$ cat src/rtl/calmg_pkg.sv
package calmg_pkg;

  // grid sizes and date limits
  localparam int GRID_CELLS = 42;
  localparam int SHORT_GRID = 35;
  localparam int YEAR_MAX   = 9999;
  localparam int MONTH_MAX  = 12;

  // reciprocal constants: x/100 exact for x < 43699, x/7 exact for x < 13110
  localparam int DIV100_MUL   = 5243;
  localparam int DIV100_SHIFT = 19;
  localparam int DIV7_MUL     = 9363;
  localparam int DIV7_SHIFT   = 16;

  // month codes
  localparam logic [3:0] MON_JAN = 4'd1;
  localparam logic [3:0] MON_FEB = 4'd2;
  localparam logic [3:0] MON_MAR = 4'd3;
  localparam logic [3:0] MON_APR = 4'd4;
  localparam logic [3:0] MON_MAY = 4'd5;
  localparam logic [3:0] MON_JUN = 4'd6;
  localparam logic [3:0] MON_JUL = 4'd7;
  localparam logic [3:0] MON_AUG = 4'd8;
  localparam logic [3:0] MON_SEP = 4'd9;
  localparam logic [3:0] MON_OCT = 4'd10;
  localparam logic [3:0] MON_NOV = 4'd11;
  localparam logic [3:0] MON_DEC = 4'd12;

  // front sequencer
  typedef enum logic [2:0] {
    FS_IDLE,
    FS_LEAP,
    FS_WDIV,
    FS_SUM,
    FS_MOD,
    FS_PUSH
  } front_state_t;

  // one grid job, handed from front to back
  typedef struct packed {
    logic [13:0] vy;
    logic [3:0]  vm;
    logic [13:0] py;
    logic [3:0]  pm;
    logic [13:0] ny;
    logic [3:0]  nm;
    logic [13:0] sy;
    logic [3:0]  sm;
    logic [4:0]  sd;
    logic [13:0] ty;
    logic [3:0]  tm;
    logic [4:0]  td;
    logic [2:0]  wd;
    logic [4:0]  len;
    logic [4:0]  plen;
    logic [5:0]  cells_last;
  } calmg_desc_t;

  // queue status toward the front
  typedef struct packed {
    logic full;
    logic empty;
  } calmg_q_stat_t;

  function automatic logic [4:0] month_len(input logic [3:0] m, input logic leap);
    logic [4:0] d;
    unique case (m)
      MON_FEB: d = leap ? 5'd29 : 5'd28;
      MON_APR, MON_JUN, MON_SEP, MON_NOV: d = 5'd30;
      default: d = 5'd31;
    endcase
    return d;
  endfunction

  // Sakamoto month offsets
  function automatic logic [2:0] wday_off(input logic [3:0] m);
    logic [2:0] o;
    unique case (m)
      MON_JAN: o = 3'd0;
      MON_FEB: o = 3'd3;
      MON_MAR: o = 3'd2;
      MON_APR: o = 3'd5;
      MON_MAY: o = 3'd0;
      MON_JUN: o = 3'd3;
      MON_JUL: o = 3'd5;
      MON_AUG: o = 3'd1;
      MON_SEP: o = 3'd4;
      MON_OCT: o = 3'd6;
      MON_NOV: o = 3'd2;
      MON_DEC: o = 3'd4;
      default: o = 3'd0;
    endcase
    return o;
  endfunction

endpackage

$ cat src/rtl/calmg_front.sv
module calmg_front
  import calmg_pkg::*;
(
  input  logic          clk,
  input  logic          rst,
  input  logic          s_tvalid,
  output logic          s_tready,
  input  logic [63:0]   s_tdata,
  input  calmg_q_stat_t q_stat,
  output logic          push,
  output calmg_desc_t   push_desc
);

  front_state_t state, state_next;

  logic [13:0] vy, yy, sy, ty, sum;
  logic [3:0]  vm, sm, tm;
  logic [4:0]  sd, td;
  logic [6:0]  q100v, q100w;
  logic [10:0] q7;
  logic        leap;

  logic [13:0] in_vy, in_vy_c;
  logic [3:0]  in_vm, in_vm_c;
  logic [26:0] prod100;
  logic [27:0] prod7;
  logic [13:0] r100, rem, rem_fix;
  logic [2:0]  wd;
  logic [4:0]  len, plen;
  logic [5:0]  wl;

  assign in_vy = s_tdata[13:0];
  assign in_vm = s_tdata[17:14];

  // clamp the viewed date
  always_comb begin
    if (in_vy == 14'd0) begin
      in_vy_c = 14'd1;
    end else if (in_vy > 14'(YEAR_MAX)) begin
      in_vy_c = 14'(YEAR_MAX);
    end else begin
      in_vy_c = in_vy;
    end
    if (in_vm == 4'd0) begin
      in_vm_c = MON_JAN;
    end else if (in_vm > 4'(MONTH_MAX)) begin
      in_vm_c = MON_DEC;
    end else begin
      in_vm_c = in_vm;
    end
  end

  // shared divide-by-100 multiplier: viewed year first, weekday year next
  assign prod100 = 27'((state == FS_LEAP) ? vy : yy) * 27'(DIV100_MUL);
  assign r100    = vy - 14'(q100v) * 14'd100;

  // divide-by-7 for the weekday
  assign prod7 = 28'(sum) * 28'(DIV7_MUL);
  assign rem     = sum - 14'(q7) * 14'd7;
  assign rem_fix = (rem >= 14'd7) ? rem - 14'd7 : rem;
  assign wd      = rem_fix[2:0];

  assign len  = month_len(vm, leap);
  assign plen = month_len((vm == MON_JAN) ? MON_DEC : vm - 4'd1, leap);
  assign wl   = 6'(wd) + 6'(len);

  // next state
  always_comb begin
    state_next = state;
    unique case (state)
      FS_IDLE: if (s_tvalid) state_next = FS_LEAP;
      FS_LEAP: state_next = FS_WDIV;
      FS_WDIV: state_next = FS_SUM;
      FS_SUM:  state_next = FS_MOD;
      FS_MOD:  state_next = FS_PUSH;
      FS_PUSH: if (!q_stat.full) state_next = FS_IDLE;
      default: state_next = FS_IDLE;
    endcase
  end

  // outputs
  always_comb begin
    s_tready = (state == FS_IDLE);
    push     = (state == FS_PUSH) && !q_stat.full;
  end

  always_ff @(posedge clk) begin
    if (rst) begin
      state <= FS_IDLE;
    end else begin
      state <= state_next;
    end
  end

  // datapath registers
  always_ff @(posedge clk) begin
    if (s_tvalid && s_tready) begin
      vy <= in_vy_c;
      vm <= in_vm_c;
      yy <= (in_vm_c < MON_MAR) ? in_vy_c - 14'd1 : in_vy_c;
      sy <= s_tdata[31:18];
      sm <= s_tdata[35:32];
      sd <= s_tdata[40:36];
      ty <= s_tdata[54:41];
      tm <= s_tdata[58:55];
      td <= s_tdata[63:59];
    end
    if (state == FS_LEAP) begin
      q100v <= prod100[DIV100_SHIFT +: 7];
    end
    if (state == FS_WDIV) begin
      q100w <= prod100[DIV100_SHIFT +: 7];
      leap  <= ((vy[1:0] == 2'd0) && (r100 != 14'd0)) ||
               ((r100 == 14'd0) && (q100v[1:0] == 2'd0));
    end
    if (state == FS_SUM) begin
      sum <= yy + {2'b00, yy[13:2]} - 14'(q100w) + 14'(q100w[6:2])
             + 14'(wday_off(vm)) + 14'd1;
    end
    if (state == FS_MOD) begin
      q7 <= prod7[DIV7_SHIFT +: 11];
    end
  end

  // job descriptor
  always_comb begin
    push_desc.vy         = vy;
    push_desc.vm         = vm;
    push_desc.py         = (vm == MON_JAN) ? vy - 14'd1 : vy;
    push_desc.pm         = (vm == MON_JAN) ? MON_DEC : vm - 4'd1;
    push_desc.ny         = (vm == MON_DEC) ? vy + 14'd1 : vy;
    push_desc.nm         = (vm == MON_DEC) ? MON_JAN : vm + 4'd1;
    push_desc.sy         = sy;
    push_desc.sm         = sm;
    push_desc.sd         = sd;
    push_desc.ty         = ty;
    push_desc.tm         = tm;
    push_desc.td         = td;
    push_desc.wd         = wd;
    push_desc.len        = len;
    push_desc.plen       = plen;
    push_desc.cells_last = (wl > 6'(SHORT_GRID)) ? 6'(GRID_CELLS - 1) : 6'(SHORT_GRID - 1);
  end

endmodule

$ cat src/rtl/calmg_fifo.sv
module calmg_fifo
  import calmg_pkg::*;
(
  input  logic          clk,
  input  logic          rst,
  input  logic          push,
  input  calmg_desc_t   push_desc,
  input  logic          pop,
  output calmg_desc_t   pop_desc,
  output calmg_q_stat_t q_stat
);

  calmg_desc_t slots [2];
  logic        wr_ptr, rd_ptr;
  logic [1:0]  count;

  assign q_stat.full  = (count == 2'd2);
  assign q_stat.empty = (count == 2'd0);
  assign pop_desc     = slots[rd_ptr];

  // pointers and fill level
  always_ff @(posedge clk) begin
    if (rst) begin
      wr_ptr <= 1'b0;
      rd_ptr <= 1'b0;
      count  <= 2'd0;
    end else begin
      if (push) wr_ptr <= ~wr_ptr;
      if (pop)  rd_ptr <= ~rd_ptr;
      if (push && !pop) begin
        count <= count + 2'd1;
      end else if (pop && !push) begin
        count <= count - 2'd1;
      end
    end
  end

  // storage
  always_ff @(posedge clk) begin
    if (push) slots[wr_ptr] <= push_desc;
  end

endmodule

$ cat src/rtl/calmg_back.sv
module calmg_back
  import calmg_pkg::*;
(
  input  logic          clk,
  input  logic          rst,
  input  calmg_q_stat_t q_stat,
  input  calmg_desc_t   pop_desc,
  output logic          pop,
  output logic          m_tvalid,
  input  logic          m_tready,
  output logic [31:0]   m_tdata,
  output logic          m_tlast
);

  calmg_desc_t cur;
  logic        busy;
  logic [5:0]  idx;
  logic        advance;

  logic [6:0]  wl;
  logic        in_prev, in_cur;
  logic [13:0] cy;
  logic [3:0]  cm;
  logic [6:0]  cd7;
  logic [4:0]  cd;
  logic        gray, sel, tod;

  assign pop     = !busy && !q_stat.empty;
  assign advance = busy && (!m_tvalid || m_tready);

  // cell date for the current index
  always_comb begin
    wl      = 7'(cur.wd) + 7'(cur.len);
    in_prev = 7'(idx) < 7'(cur.wd);
    in_cur  = 7'(idx) < wl;
    if (in_prev) begin
      cy  = cur.py;
      cm  = cur.pm;
      cd7 = 7'(cur.plen) - 7'(cur.wd) + 7'd1 + 7'(idx);
    end else if (in_cur) begin
      cy  = cur.vy;
      cm  = cur.vm;
      cd7 = 7'(idx) - 7'(cur.wd) + 7'd1;
    end else begin
      cy  = cur.ny;
      cm  = cur.nm;
      cd7 = 7'(idx) - wl + 7'd1;
    end
    cd   = cd7[4:0];
    gray = (cm != cur.vm);
    sel  = (cy == cur.sy) && (cm == cur.sm) && (cd == cur.sd);
    tod  = !gray && (cy == cur.ty) && (cm == cur.tm) && (cd == cur.td);
  end

  // job control
  always_ff @(posedge clk) begin
    if (rst) begin
      busy     <= 1'b0;
      m_tvalid <= 1'b0;
    end else begin
      if (pop) begin
        busy <= 1'b1;
      end else if (advance && (idx == cur.cells_last)) begin
        busy <= 1'b0;
      end
      if (advance) begin
        m_tvalid <= 1'b1;
      end else if (m_tready) begin
        m_tvalid <= 1'b0;
      end
    end
  end

  // job and output beat registers
  always_ff @(posedge clk) begin
    if (pop) begin
      cur <= pop_desc;
      idx <= 6'd0;
    end else if (advance) begin
      idx <= idx + 6'd1;
    end
    if (advance) begin
      m_tdata <= {tod, gray, sel, cd, cm, cy, idx};
      m_tlast <= (idx == cur.cells_last);
    end
  end

endmodule

$ cat src/rtl/calendar_month_grid_fill.sv
// channel  dir  handshake          payload
// s_*      in   s_tvalid/s_tready  s_tdata[63:0]: one query (viewed, selected, today dates)
// m_*      out  m_tvalid/m_tready  m_tdata[31:0] + m_tlast: one grid cell per beat
//
// The front sequencer takes each query through clamp, two divide-by-100 passes on
// one multiplier, weekday sum, divide-by-7 and hand-off; the back end then loads the
// job and sends 35 or 42 cells, one cell per cycle while m_tready does not stall it.
// A two-entry job queue lets the front take the next query while cells are still
// going out.
// rst is synchronous and active high; it empties the queue and drops any grid.
// m_tready low holds the current beat and stalls the back end; the front stalls once the queue is full.
module calendar_month_grid_fill
  import calmg_pkg::*;
(
  input  logic        clk,
  input  logic        rst,
  input  logic        s_tvalid,
  output logic        s_tready,
  // view_year[13:0], view_month[17:14], sel_year[31:18], sel_month[35:32],
  // sel_day[40:36], today_year[54:41], today_month[58:55], today_day[63:59]
  input  logic [63:0] s_tdata,
  output logic        m_tvalid,
  input  logic        m_tready,
  // cell_index[5:0], cell_year[19:6], cell_month[23:20], cell_day[28:24],
  // is_selected[29], is_gray[30], is_today[31]
  output logic [31:0] m_tdata,
  output logic        m_tlast
);

  calmg_q_stat_t q_stat;
  calmg_desc_t   push_desc, pop_desc;
  logic          push, pop;

  calmg_front u_front (
    .clk       (clk),
    .rst       (rst),
    .s_tvalid  (s_tvalid),
    .s_tready  (s_tready),
    .s_tdata   (s_tdata),
    .q_stat    (q_stat),
    .push      (push),
    .push_desc (push_desc)
  );

  calmg_fifo u_fifo (
    .clk       (clk),
    .rst       (rst),
    .push      (push),
    .push_desc (push_desc),
    .pop       (pop),
    .pop_desc  (pop_desc),
    .q_stat    (q_stat)
  );

  calmg_back u_back (
    .clk      (clk),
    .rst      (rst),
    .q_stat   (q_stat),
    .pop_desc (pop_desc),
    .pop      (pop),
    .m_tvalid (m_tvalid),
    .m_tready (m_tready),
    .m_tdata  (m_tdata),
    .m_tlast  (m_tlast)
  );

endmodule

$ cat config.mk
export PLATFORM = sky130hd
export DESIGN_NAME = calendar_month_grid_fill
export DESIGN_NICKNAME = d
export VERILOG_FILES = /design/src/rtl/calmg_pkg.sv /design/src/rtl/calmg_front.sv /design/src/rtl/calmg_fifo.sv /design/src/rtl/calmg_back.sv /design/src/rtl/calendar_month_grid_fill.sv
export SDC_FILE = /design/constraint.sdc
export NUM_CORES = 1
export LEC_CHECK = 0
export ABC_AREA = 1
export ABC_CLOCK_PERIOD_IN_PS = 17800
export BUFFER_PORTS_ARGS = -buffer_cell sky130_fd_sc_hd__buf_2
export CAP_MARGIN = 30
export CELL_PAD_IN_SITES_DETAIL_PLACEMENT = 0
export CELL_PAD_IN_SITES_GLOBAL_PLACEMENT = 2
export CORE_UTILIZATION = 45
export CTS_CLUSTER_SIZE = 40
export DETAILED_ROUTE_END_ITERATION = 16
export PLACE_DENSITY = 0.84
export SYNTH_ARGS = -nofsm -noshare
export SYNTH_HDL_FRONTEND = slang
export SYNTH_SLANG_ARGS = --single-unit
export TNS_END_PERCENT = 20
$ cat constraint.sdc
create_clock -name clk -period 17.8 [get_ports clk]
set_input_delay 1.78 -clock clk [delete_from_list [all_inputs] [get_ports clk]]
set_output_delay 1.78 -clock clk [all_outputs]
set_load 0.02 [all_outputs]
==> qor.yml <==
status:
  outcome: "completed"
drt:
  wl_um: 69700
  vias_per_cell: 4.88
  drc_errors: 0
  vias: 19995
  antenna_left: 0
  drt_iter0_drc: 1004
  wl_per_cell_um: 17.0
  firstDrtPassIters: 5
worst_setup_path:
  worstPathArrival_ns: 6.97
  path_max_fanout: 26
  crit_path_cell_trace: "inv_2 > nand2_1 > nor2_2 > inv_1 > o21ai_0 > inv_1 > ha_1 > fa_1 > inv_1 > fa_1 > inv_1 > fa_1 > fa_1 > ha_1 > a21o_1 > a31oi_1 > o21ai_0 > a221oi_1 > o21ai_0 > nand2_1 > nand2_1"
  critPathKind: "register to register"
  cp-end-kind: "register"
  start_kind: "register"
  cp_slowest_cell: "o21ai_0"
  critical_path.max_stage_delay_ns: 0.65
  cp.required_ns: 18.13
sta:
  hold_violations: 0
  final.period_utilization_pct: 37.3
  rsz0062_at_grt: "false"
  slew_headroom_pct: 38.7
  max_freq_mhz: 151
  tightestPinTransition_ns: 0.909
  tns_ns: 0
  slew_violations: 0
  setup_viol: 0
  clock_skew_ns: 0.0283
  fin_crit_ns: 6.64
run:
  maxCapViolCount: 0
floorplanning:
  die_x_um: 263
  io_pins: 103
  dieArea_um2: 69400
  coreArea_um2: 67400
  rows: 95
  initial_utilization_pct: 45.6
  die_h_um: 263
layout:
  drive_gt1_share_pct: 7.54
  fin_util_pct: 50.5
  antenna_cells: 0
  syn_to_final_growth_pct: 10.7
  stdcell_area_um2: 34000
  stdcell_count: 4095
  regArea_um2: 14700
  fillers: 6103
  multiInputGateArea_um2: 13800
  fin_nets: 3703
logic_synthesis:
  netlist_area_um2: 30800
  synth_edf_count: 478
  synthAdderAreaFrac_pct: 21.7
  syn_area_per_cell_um2: 10.1
  synth-xor-area-share_pct: 2.71
  synth_cells: 3045
  synth_top_cell_by_area: "edfxtp_1"
  synthMuxAreaShare_pct: 0
  synth_compound_area_share_pct: 4.07
  ys_seq_area_share_pct: 47.8
  ys.flop_type: "edfxtp_1"
  synthTopCellsByArea: "edfxtp_1, ha_1, nand2_1, fa_1, inv_1"
  synth_cell_types: 50
  syn_nets: 3567
  synth_top_area_share_pct: 46.7
  yosys.area_share.simple_pct: 16.2
  async_flop_share_pct: 0
  synth_top_family_by_area: "adder cells"
  synth_seq_cells: 496
  synth_warnings: 0
clock_tree:
  clock-sinks: 496
  cts_resized: 0
  htree_levels: 2
  postCtsSetupBuffers: 0
  hold_buffers: 0
  cts_buffers: 54
  clk_path_buf_depth: 3
  cts_tree: "done"
  clk_latency_ns: 0.62
  root_buffer: "clkbuf_16"
  clk_pin_slew_ns: 0.06
worst_hold_path:
  hp-class: "register to register"
global_routing:
  grt_use_total_pct: 20.3
  grt_max_degree: 73
  grt-ovfl-total: 0
  grt_antenna_before_repair: 2
  grt_pass1_wl_um: 110000
  grt_pass1_vias: 19984
placement:
  gp_congestion: 0.862
  portBuffers: 102
  dp_cells: 3996
  hpwl_um: 53400
  dpl_cell_area_um2: 32300
path summary, 6_finish.rpt:
path	from	to	slack, ns	cells past startpoint
min reg2reg	u_front.sy[8]$_DFFE_PP_	u_fifo.slots[0][57]$_DFFE_PP_	0.43	0
max	u_front.state[2]$_SDFFE_PP0P_	u_front.q100v[5]$_DFFE_PP_	11.16	21
max reg2reg	u_front.state[2]$_SDFFE_PP0P_	u_front.q100v[5]$_DFFE_PP_	11.16	21
min	u_front.sy[8]$_DFFE_PP_	u_fifo.slots[0][57]$_DFFE_PP_	0.43	0
cell usage after synthesis, types with 26 or more instances:
cell type / instances
fa_1: 134
clkbuf_1: 28
nand4_1: 26
nand3_1: 114
nor2_1: 135
nand3b_1: 27
a21oi_1: 93
inv_1: 548
edfxtp_1: 478
o21ai_0: 81
ha_1: 320
nand2_1: 810
xor2_1: 74
flip-flops by register name, indices dropped and copies added, names as in the netlist, 2 cells and up, named ones only:
signal          cells
u_front.tm          4
u_front.ty         14
u_front.vy         14
u_front.vm          4
u_back.m_tdata     32
u_front.sd          5
u_fifo.count        2
u_front.sum        14
u_back.idx          6
u_fifo.slots      218
u_front.q100w       7
u_back.cur        109
u_front.sy         14
u_front.state       3
u_front.sm          4
u_front.td          5
u_front.q7         11
u_front.q100v       7
u_front.yy         14
metrics by stage:
step	hold WS (ns)	worst slack [ns]
final	0.435	11.16
after global routing	0.459	10.55
after CTS	0.448	11.07
after detailed placement	0.434	11.07
after global placement	0.425	10.97
after floorplan	0.421	10.13
worst max-delay path, delay by kind of cell (launching register included):
kind	cells	cell delay [ns]
AND/OR/NAND/NOR	4	0.69
flip-flops	1	0.33
buffers and inverters	5	0.96
adder cells (fa/ha/maj)	6	2.67
AO/OA/AOI/OAI	6	1.70
cell usage in the layout, fill, tap and decap left out, types with 3 or more instances in the layout:
cell type	n
clkbuf_16	54
clkbuf_8	3
o21ai_0	81
inv_1	547
clkbuf_1	8
xor2_1	74
nand2_1	810
nor2_4	4
or2_2	7
edfxtp_1	478
nand4_1	26
buf_4	14
nand2_2	5
or2_1	3
dfxtp_1	17
a31oi_1	9
a21o_1	9
buf_2	103
xnor2_1	21
a211oi_1	5
nand3b_1	27
nor3_2	3
o21a_1	4
nor3_1	21
nand3_2	8
a21oi_1	92
o21bai_1	6
fa_1	134
o2111ai_1	4
o31ai_1	4
nor4_1	5
nand3_1	114
clkinv_2	15
clkinv_1	11
o211ai_1	6
ha_1	320
nor2_1	133
inv_2	6
area by class of cell:
class / instances / area share, %
clock buffers: 65 / 4.18
clock inverters: 32 / 0.732
inverters: 556 / 6.15
multi-input cells: 1954 / 40.5
flip-flops and latches: 496 / 43.3
well taps: 873 / 3.21
repair buffers: 119 / 1.99
metal layers:
layer	GRT usage [%]	vias to the layer above	part of all wire, %
met2	35.5	281	50
li1	-	10194	-
met4	3.57	0	1.4
met3	2.47	66	3.1
met1	27.2	9454	46
met5	0	-	0
cell families after synthesis:
logic type	count (synthesis)
AOI/OAI and AO/OA	226
xor gates and xnor gates	95
adders and majority gates	454
buffers and inverters	595
DFF	496
and+or+nand+nor	1179
Power is left out: the tool's default activity adds up to more than one toggle a clock period on the data nets, which glitch-free logic cannot reach.
